File: config.mk
export PLATFORM = sky130hd
export DESIGN_NAME = point_distance_bisection_root
export DESIGN_NICKNAME = d
export VERILOG_FILES = /design/src/rtl/pdbr_pkg.sv /design/src/rtl/pdbr_core.sv /design/src/rtl/point_distance_bisection_root.sv
export SDC_FILE = /design/constraint.sdc
export NUM_CORES = 2
export LEC_CHECK = 0
export CORE_MARGIN = 5
export CORE_UTILIZATION = 55
export DETAILED_ROUTE_END_ITERATION = 8
export DONT_BUFFER_PORTS = 1
export GPL_ROUTABILITY_DRIVEN = 0
export PLACE_DENSITY_LB_ADDON = 0.08
export REMOVE_ABC_BUFFERS = 1
export SETUP_SLACK_MARGIN = 0.2
export SYNTH_ARGS = -nofsm -noshare
export SYNTH_HDL_FRONTEND = slang
export SYNTH_SLANG_ARGS = --single-unit
File: constraint.sdc
create_clock -name clk -period 11.7 [get_ports clk]
set_input_delay 1.755 -clock clk [delete_from_list [all_inputs] [get_ports clk]]
set_output_delay 1.755 -clock clk [all_outputs]
set_load 0.02 [all_outputs]
File: src/rtl/pdbr_pkg.sv
package pdbr_pkg;

	// default coordinate width (signed Q15.8)
	localparam int COORD_BITS_DEF = 24;

	// control from the stream side into the core
	typedef struct packed {
		logic start;     // input transaction accepted this cycle
		logic out_free;  // output register can take a result this cycle
	} pdbr_ctl_t;

	// status from the core back to the stream side
	typedef struct packed {
		logic busy;      // an item is being worked on
		logic done;      // root is valid this cycle, output register loads it
	} pdbr_stat_t;

endpackage

File: src/rtl/pdbr_core.sv
// Distance core: one multiplier squares the two axis differences in turn,
// then one shared subtract/compare unit resolves one root bit per cycle.
module pdbr_core #(
	parameter int COORD_BITS = pdbr_pkg::COORD_BITS_DEF
) (
	input  logic                    clk,
	input  logic                    arst_n,
	input  pdbr_pkg::pdbr_ctl_t     ctl,
	input  logic [COORD_BITS-1:0]   first_x,
	input  logic [COORD_BITS-1:0]   first_y,
	input  logic [COORD_BITS-1:0]   second_x,
	input  logic [COORD_BITS-1:0]   second_y,
	output pdbr_pkg::pdbr_stat_t    stat,
	output logic [COORD_BITS:0]     root
);

	localparam int DW = COORD_BITS + 1;          // difference and root width
	localparam int RW = 2 * COORD_BITS + 2;      // square, remainder width
	localparam int KW = $clog2(COORD_BITS + 1);  // root bit index width

	localparam logic [2:0] ST_IDLE = 3'd0;
	localparam logic [2:0] ST_SQX  = 3'd1;
	localparam logic [2:0] ST_SQY  = 3'd2;
	localparam logic [2:0] ST_ADD  = 3'd3;
	localparam logic [2:0] ST_ROOT = 3'd4;
	localparam logic [2:0] ST_DONE = 3'd5;

	logic [2:0]     state_q;
	logic [KW-1:0]  k_q;
	logic [DW-1:0]  dx_q;
	logic [DW-1:0]  dy_q;
	logic [RW-1:0]  prod_q;
	logic [RW-1:0]  rem_q;
	logic [RW-1:0]  y_q;
	logic [RW-1:0]  t_q;

	logic signed [DW-1:0] diff_x;
	logic signed [DW-1:0] diff_y;
	logic [DW-1:0]        abs_x;
	logic [DW-1:0]        abs_y;
	logic [DW-1:0]        mul_a;
	logic [RW-1:0]        mul_p;
	logic [RW-1:0]        cand;
	logic [RW:0]          sub;
	logic                 bit_set;

	// axis differences, sign extended one bit, then magnitude
	always_comb begin
		diff_x = DW'($signed(second_x)) - DW'($signed(first_x));
		diff_y = DW'($signed(second_y)) - DW'($signed(first_y));
		abs_x  = diff_x[DW-1] ? DW'(-diff_x) : DW'(diff_x);
		abs_y  = diff_y[DW-1] ? DW'(-diff_y) : DW'(diff_y);
	end

	// shared squarer
	assign mul_a = (state_q == ST_SQX) ? dx_q : dy_q;
	assign mul_p = RW'(mul_a) * RW'(mul_a);

	// shared subtract/compare: remainder against (root << (k+1)) + 4^k
	assign cand    = y_q + t_q;
	assign sub     = {1'b0, rem_q} - {1'b0, cand};
	assign bit_set = !sub[RW];

	// sequencer
	always_ff @(posedge clk or negedge arst_n) begin
		if (!arst_n) begin
			state_q <= ST_IDLE;
			k_q     <= '0;
		end else begin
			case (state_q)
				ST_IDLE: if (ctl.start) state_q <= ST_SQX;
				ST_SQX:  state_q <= ST_SQY;
				ST_SQY:  state_q <= ST_ADD;
				ST_ADD: begin
					state_q <= ST_ROOT;
					k_q     <= KW'(COORD_BITS);
				end
				ST_ROOT: begin
					if (k_q == '0) state_q <= ST_DONE;
					else k_q <= k_q - 1'b1;
				end
				ST_DONE: if (ctl.out_free) state_q <= ST_IDLE;
				default: state_q <= ST_IDLE;
			endcase
		end
	end

	// datapath registers
	always_ff @(posedge clk) begin
		case (state_q)
			ST_IDLE: begin
				if (ctl.start) begin
					dx_q <= abs_x;
					dy_q <= abs_y;
				end
			end
			ST_SQX: rem_q  <= mul_p;
			ST_SQY: prod_q <= mul_p;
			ST_ADD: begin
				rem_q <= rem_q + prod_q;
				y_q   <= '0;
				t_q   <= RW'(1) << (2 * COORD_BITS);
			end
			ST_ROOT: begin
				if (bit_set) begin
					rem_q <= sub[RW-1:0];
					y_q   <= (y_q >> 1) + t_q;
				end else begin
					y_q   <= y_q >> 1;
				end
				t_q <= t_q >> 2;
			end
			default: ;
		endcase
	end

	assign stat.busy = (state_q != ST_IDLE);
	assign stat.done = (state_q == ST_DONE) && ctl.out_free;
	assign root      = y_q[DW-1:0];

	// root bit index never runs past the top bit
	a_k_range: assert property (@(posedge clk) disable iff (!arst_n)
		(state_q == ST_ROOT) |-> (k_q <= KW'(COORD_BITS)))
		else $error("root bit index out of range");

	// finished root fits the distance field
	a_root_fits: assert property (@(posedge clk) disable iff (!arst_n)
		(state_q == ST_DONE) |-> ((y_q >> DW) == '0))
		else $error("root wider than distance field");

endmodule

File: src/rtl/point_distance_bisection_root.sv
// Flow: the squarer squares the two axis differences in turn, the squares are added, then
// the one-bit-per-cycle root loop of the shared subtract/compare unit resolves the root,
// which is handed to the output register. The core takes no new item until the root is
// handed to the output register.
// Reset: arst_n clears the sequencer and the output valid; no result is pending after.
module point_distance_bisection_root #(
	parameter int COORD_BITS = pdbr_pkg::COORD_BITS_DEF
) (
	input  logic                                       clk,
	input  logic                                       arst_n,
	input  logic                                       s_axis_tvalid,
	output logic                                       s_axis_tready,
	// first_x, first_y, second_x, second_y (COORD_BITS each), zero pad
	input  logic [((4 * COORD_BITS + 7) / 8) * 8 - 1:0] s_axis_tdata,
	output logic                                       m_axis_tvalid,
	input  logic                                       m_axis_tready,
	// distance (COORD_BITS+1), zero pad
	output logic [((COORD_BITS + 8) / 8) * 8 - 1:0]     m_axis_tdata
);

	localparam int DW        = COORD_BITS + 1;

	pdbr_pkg::pdbr_ctl_t  ctl;
	pdbr_pkg::pdbr_stat_t stat;
	logic [DW-1:0]        root;
	logic [DW-1:0]        dist_q;
	logic                 m_tvalid_q;
	logic                 s_xfer;

	assign s_axis_tready = !stat.busy;
	assign s_xfer        = s_axis_tvalid && s_axis_tready;

	assign ctl.start    = s_xfer;
	assign ctl.out_free = !m_tvalid_q || m_axis_tready;

	pdbr_core #(
		.COORD_BITS(COORD_BITS)
	) u_core (
		.clk      (clk),
		.arst_n   (arst_n),
		.ctl      (ctl),
		.first_x  (s_axis_tdata[0*COORD_BITS +: COORD_BITS]),
		.first_y  (s_axis_tdata[1*COORD_BITS +: COORD_BITS]),
		.second_x (s_axis_tdata[2*COORD_BITS +: COORD_BITS]),
		.second_y (s_axis_tdata[3*COORD_BITS +: COORD_BITS]),
		.stat     (stat),
		.root     (root)
	);

	// output register
	always_ff @(posedge clk or negedge arst_n) begin
		if (!arst_n) begin
			m_tvalid_q <= 1'b0;
		end else begin
			if (stat.done) m_tvalid_q <= 1'b1;
			else if (m_axis_tready) m_tvalid_q <= 1'b0;
		end
	end

	always_ff @(posedge clk) begin
		if (stat.done) dist_q <= root;
	end

	assign m_axis_tvalid = m_tvalid_q;

	always_comb begin
		m_axis_tdata           = '0;
		m_axis_tdata[DW-1:0]   = dist_q;
	end

	// a finished root never overwrites a result still waiting
	a_no_overwrite: assert property (@(posedge clk) disable iff (!arst_n)
		stat.done |-> (!m_tvalid_q || m_axis_tready))
		else $error("result overwritten in output register");

	// an accepted transaction starts the core
	a_start_busy: assert property (@(posedge clk) disable iff (!arst_n)
		s_xfer |=> stat.busy)
		else $error("core not busy after input transaction");

	// output valid only rises from a finished root
	a_valid_src: assert property (@(posedge clk) disable iff (!arst_n)
		$rose(m_tvalid_q) |-> $past(stat.done))
		else $error("output valid without finished root");

endmodule

# Word level (Yosys, flattened, before mapping)

Cells that the tools add are included.
Widths: inputs -> output; s select.

Input bits: 100
Logic and storage cells: 63
Bits in registers: 284

Muxes and demuxes: 16
Add/subtract/negate cells: 9
$mul: 1
Eq/ne operators: 10
Reduce and logical (&&, ||, !) cells: 15

Operator list:

| kind                | number |
|---|---|
| $pmux 50 s2         | 2 |
| $pmux 50 s3         | 1 |
| $add 50x50->50      | 2 |
| $mux 50             | 2 |
| $sub 50x50->51      | 1 |
| $add 49x50->50      | 1 |
| $mul 25x25->50      | 1 |
| $neg 25->25         | 2 |
| $sub 24x24->25      | 2 |
| $mux 24             | 2 |
| $mux 25             | 1 |
| $pmux 3 s6          | 1 |
| $pmux 5 s2          | 1 |
| $mux 3              | 3 |
| $eq 3x2->1 const B  | 2 |
| $eq 3x3->1 const B  | 2 |
| $ne 2x2->1 const B  | 3 |
| $reduce_and 2->1    | 3 |
| $reduce_bool 3->1   | 2 |
| $logic_not 5->1     | 1 |
| $mux 5              | 1 |
| $sub 5x1->5 const B | 1 |
| $ne 2x1->1 const B  | 2 |
| $reduce_bool 2->1   | 2 |
| 7 further kinds     | 10 |

# Longest topological paths before layout

Depth after elaboration: 5
Gate-level depth with buffers: 36
Depth with buffers taken out: 32

# Cells and area by module

A second synthesis with hierarchy kept.

Cells, all modules: 4483
Area, all modules: 40106.0 um2

Modules (own cells, without submodules):

| module                        | area each (um2) | cells each | seq. area each (um2) | instances |
|---|---|---|---|---|
| pdbr_core                     | 39241.4         | 4445       | 6926.6               | 1 |
| point_distance_bisection_root | 864.6           | 38         | 775.7                | 1 |

# Least setup slack after synthesis

Ideal clock, no wire load.

Kind: register to register
From: register u_core.state_q[0]
To: register u_core.rem_q[40] (data pin)
Setup slack: 3028 ps
Arrival time: 8405 ps
Clock period less this slack: 8672 ps
Cell stages (with the launch flop): 35
Setup time: 267 ps
Cell sequence: dfrtp_1 clkbuf_1 nand2b_1 nor2_1 clkbuf_1 buf_2 mux2_2 clkinv_1 buf_1 nor2_1 fa_1 inv_1 fa_1 inv_1 fa_1 inv_1 fa_1 inv_1 fa_1 fa_1 inv_1 fa_1 inv_1 ha_1 clkbuf_1 nand3_1 o221a_2 a22oi_1 a21oi_1 or2_2 o21bai_1 a31oi_1 xnor2_1 a22oi_1 o21ai_0

Word-level cells in the longest chain between the ends: 4
Elaborated cells between the ends (all ways): 6
Those cells by class: 1 x mul; 3 x eq/ne; 2 x mux

Ends and longest elaborated chain:

| what                   | line             | RTL |
|---|---|---|
| start, declared        | pdbr_core.sv:28  | `logic [2:0] state_q;` |
| start signal, assigned | pdbr_core.sv:67  | `state_q <= ST_IDLE;` |
| start signal, assigned | pdbr_core.sv:71  | `ST_IDLE: if (ctl.start) state_q <= ST_SQX;` |
| start signal, assigned | pdbr_core.sv:72  | `ST_SQX: state_q <= ST_SQY;` |
| $eq 3x1->1             | pdbr_core.sv:56  | `assign mul_a = (state_q == ST_SQX) ? dx_q : dy_q;` |
| $mux 25                | pdbr_core.sv:56  |  |
| $mul 25x25->50         | pdbr_core.sv:57  | `assign mul_p = RW'(mul_a) * RW'(mul_a);` |
| net u_core.mul_p[40]   | pdbr_core.sv:42  | `logic [RW-1:0] mul_p;` |
| $pmux 50 s3            | pdbr_core.sv:90  | `case (state_q)` |
| end signal, assigned   | pdbr_core.sv:97  | `ST_SQX: rem_q <= mul_p;` |
| end signal, assigned   | pdbr_core.sv:100 | `rem_q <= rem_q + prod_q;` |
| end signal, assigned   | pdbr_core.sv:106 | `rem_q <= sub[RW-1:0];` |
| end, declared          | pdbr_core.sv:33  | `logic [RW-1:0] rem_q;` |

The timed path passes the listed nets, and every way through them passes these cells.
A chain may end at the register's enable or synchronous reset.

# Worst setup path after layout

From: register u_core.state_q[0]
To: register u_core.rem_q[43] (data pin)

The elaborated chain is that of the path after synthesis.

==> flow_metrics.py <==
metrics = {
    "timing": {
        "min_period_over_period": 0.8412,
        "fin_ws_ns": 1.858,
        "fin_skew_ns": 0.01769,
        "fmax_mhz": 101.6,
        "whs_ns": 0.4852,
        "drv_slew": 0,
        "maxSlewHeadroom": 0.4104,
        "rsz0062_at_grt": "false",
        "tightest_slew_ns": 0.8790,
        "min_period_ns": 9.842,
        "hold_viol": 0,
        "setup_violations": 0,
        "totalNegativeSetupSlack_ns": 0,
    },
    "detailed_routing": {
        "wl_per_cell_um": 18.49,
        "drc": 0,
        "firstDrtPassIters": 5,
        "viasPerCell": 5.652,
        "postRouteAntennaNets": 0,
        "vias": 29690,
        "drt_iter0_drc": 1956,
        "drt-total-wl_mm": 97.12,
    },
    "global_route": {
        "track_usage": 0.2539,
        "grt_pass1_wl_mm": 160.3,
        "antenna_found_initial": 1,
        "grt_pass1_vias": 30680,
        "overflow": 0,
        "grt_max_degree": 66,
    },
    "cts": {
        "clock_latency_ns": 0.62,
        "clock_sinks": 258,
        "cts_resized": 0,
        "h-tree-depth": 1,
        "cts_tree": "yes",
        "cts_made_buffers": 31,
        "root_buffer": "clkbuf_16",
        "clockBufferDepth": 3,
        "post_cts_buffers": 0,
        "cts.clk_slew.worst_paths_ns": 0.06,
        "cts.hold.buffers_added": 0,
    },
    "placement": {
        "hpwl_mm": 78.21,
        "post-place-ws_ns": 1.913,
        "io_buffers": 0,
    },
    "synthesis": {
        "synth-edff-count": 249,
        "synth_top_family_by_area": "adder cells",
        "syn_area_per_cell_um2": 9.005,
        "yosys_register_bits": 258,
        "ys_seq_area_frac": 0.1967,
        "async_flop_share": 0.03488,
        "synthMuxAreaShare": 0.01080,
        "synth.distinct_cells": 95,
        "synthAdderAreaFrac": 0.3618,
        "synthFlopType": "edfxtp_1",
        "syn_area_mm2": 0.03916,
        "yosys.area_share.simple": 0.1226,
        "netlist_instances": 4349,
        "synth_xor_area_frac": 0.06933,
        "yosys_warnings": 0,
        "synth_compound_area_frac": 0.1484,
    },
    "floorplan": {
        "num_rows": 97,
        "design.core.area_mm2": 0.07027,
        "die_w_um": 276.8,
        "ioPinCount": 134,
        "initial_core_util": 0.5573,
        "die_y_um": 276.8,
        "die_area_mm2": 0.07664,
    },
    "setup_path": {
        "reg2reg_depth": 31,
        "crit_path_top_delay_cell": "clkinv_1",
        "max_stage_delay_ns": 0.67,
        "r2r-end": "u_core.rem_q[43]",
        "path_common_cell": "fa_1",
        "arrival_ns": 10.17,
        "worstPathRequired_ns": 12.03,
        "cp-start-kind": "flop",
        "reg2reg_slack_ns": 1.86,
        "crit_start": "u_core.state_q[0]",
        "end_kind": "flop",
        "critPathKind": "flop to flop",
        "cp_max_fo": 29,
        "rr_startpoint": "u_core.state_q[0]",
    },
    "final_layout": {
        "nets": 5238,
        "seq_area_mm2": 0.007702,
        "layout_common_cells": "789 x inv_1, 469 x fa_1, 382 x ha_1",
        "fillCellCount": 6337,
        "layout_commonest_cell": "inv_1",
        "area_delta_synth_final_pct": 5.010,
        "drive_above_1_share": 0.03827,
        "multiInputGateArea_mm2": 0.02801,
        "antenna_cells": 0,
    },
    "job": {
        "cap_viol_max_count": 0,
    },
    "outcome": {
        "status": "completed",
    },
    "min_path": {
        "min_path_type": "flop to flop",
        "hold_path_end": "dist_q[0]",
        "worstHoldStart": "u_core.y_q[0]",
        "holdPathStages": 0,
    },
}
==> metal layers <==
| layer | vias up | wire length [µm] | GRT usage | part of all wire |
|---|---|---|---|---|
| met5 | - | 13 | 0 | 0.00013 |
| met4 | 2 | 2763 | 0.06664 | 0.028 |
| met3 | 167 | 5622 | 0.03322 | 0.058 |
| met2 | 850 | 44830 | 0.4229 | 0.46 |
| met1 | 14290 | 43890 | 0.3543 | 0.45 |
| li1 | 14380 | - | - | - |
==> cell type report <==
cell class / instances / share of cell area
clock buffer: 34 / 0.01914
clock inverter: 24 / 0.005750
inverter: 798 / 0.07287
multi-input combinational: 3169 / 0.6810
sequential: 258 / 0.1873
tap: 940 / 0.02860
timing repair buffer: 29 / 0.005294
==> how the worst max path moves through the flow <==
stage,endpoint,cells past startpoint
final,u_core.rem_q[43],31
after global routing,u_core.rem_q[43],31
after CTS,u_core.rem_q[48],31
after detailed placement,u_core.rem_q[48],31
after global placement,u_core.rem_q[43],31
after floorplan,u_core.rem_q[40],30
==> flip-flops by register name, indices dropped and copies added (netlist names) <==
register and flops:
dist_q 25, m_axis_tvalid 1, u_core.dx_q 25, u_core.dy_q 25, u_core.k_q 5, u_core.prod_q 49
u_core.rem_q 50, u_core.state_q 3, u_core.t_q 25, u_core.y_q 50
==> cell usage after synthesis, drive strengths merged (35+ instances only) <==
| cell type | number | area, µm² |
|---|---|---|
| xor2 | 150 | 1314 |
| xnor2 | 160 | 1401 |
| buf | 37 | 187.7 |
| edfxtp | 249 | 7477 |
| a22oi | 35 | 262.8 |
| a211oi | 50 | 385.4 |
| nor3 | 38 | 190.2 |
| and2 | 41 | 256.5 |
| nand4 | 42 | 262.8 |
| fa | 469 | 9389 |
| nor2 | 367 | 1380 |
| clkbuf | 93 | 350.3 |
| o21bai | 37 | 277.8 |
| inv | 791 | 2969 |
| nand3 | 48 | 240.2 |
| a31oi | 62 | 394.1 |
| nand2 | 377 | 1415 |
| o21ai | 205 | 1026 |
| ha | 382 | 4780 |
| a21oi | 219 | 1104 |
| a21o | 104 | 780.8 |
==> metrics by stage <==
stage	cells	instance area, µm²	util
final	5252	41120	0.5852
after global routing	5252	41120	0.5852
after CTS	5252	41120	0.5852
after detailed placement	5194	40100	0.5706
after global placement	5194	40100	0.5706
after floorplan	4225	38650	-
==> worst max-delay path: cells and delay by family (launching register included) <==
family / cells / cell delay (ns)
fa+ha+maj: 8 / 3.85
buf+inv: 8 / 1.46
compound gates: 10 / 2.28
flops: 1 / 0.54
mux: 1 / 0.44
simple gates: 3 / 0.82
xor+xnor: 1 / 0.17
==> kinds of logic (layout without fill, tap and decap cells) <==
logic type	Yosys count	count (layout)
AO/OA/AOI/OAI	892	892
buffers and inverters	928	885
adder cells (fa/ha/maj)	851	851
AND/OR/NAND/NOR	1069	1069
other	1	7
multiplexers	40	40
XOR/XNOR	310	310
flip-flops	258	258
Power is left out: the tool's default activity adds up to more than one toggle a clock period on the data nets, which glitch-free logic cannot reach.
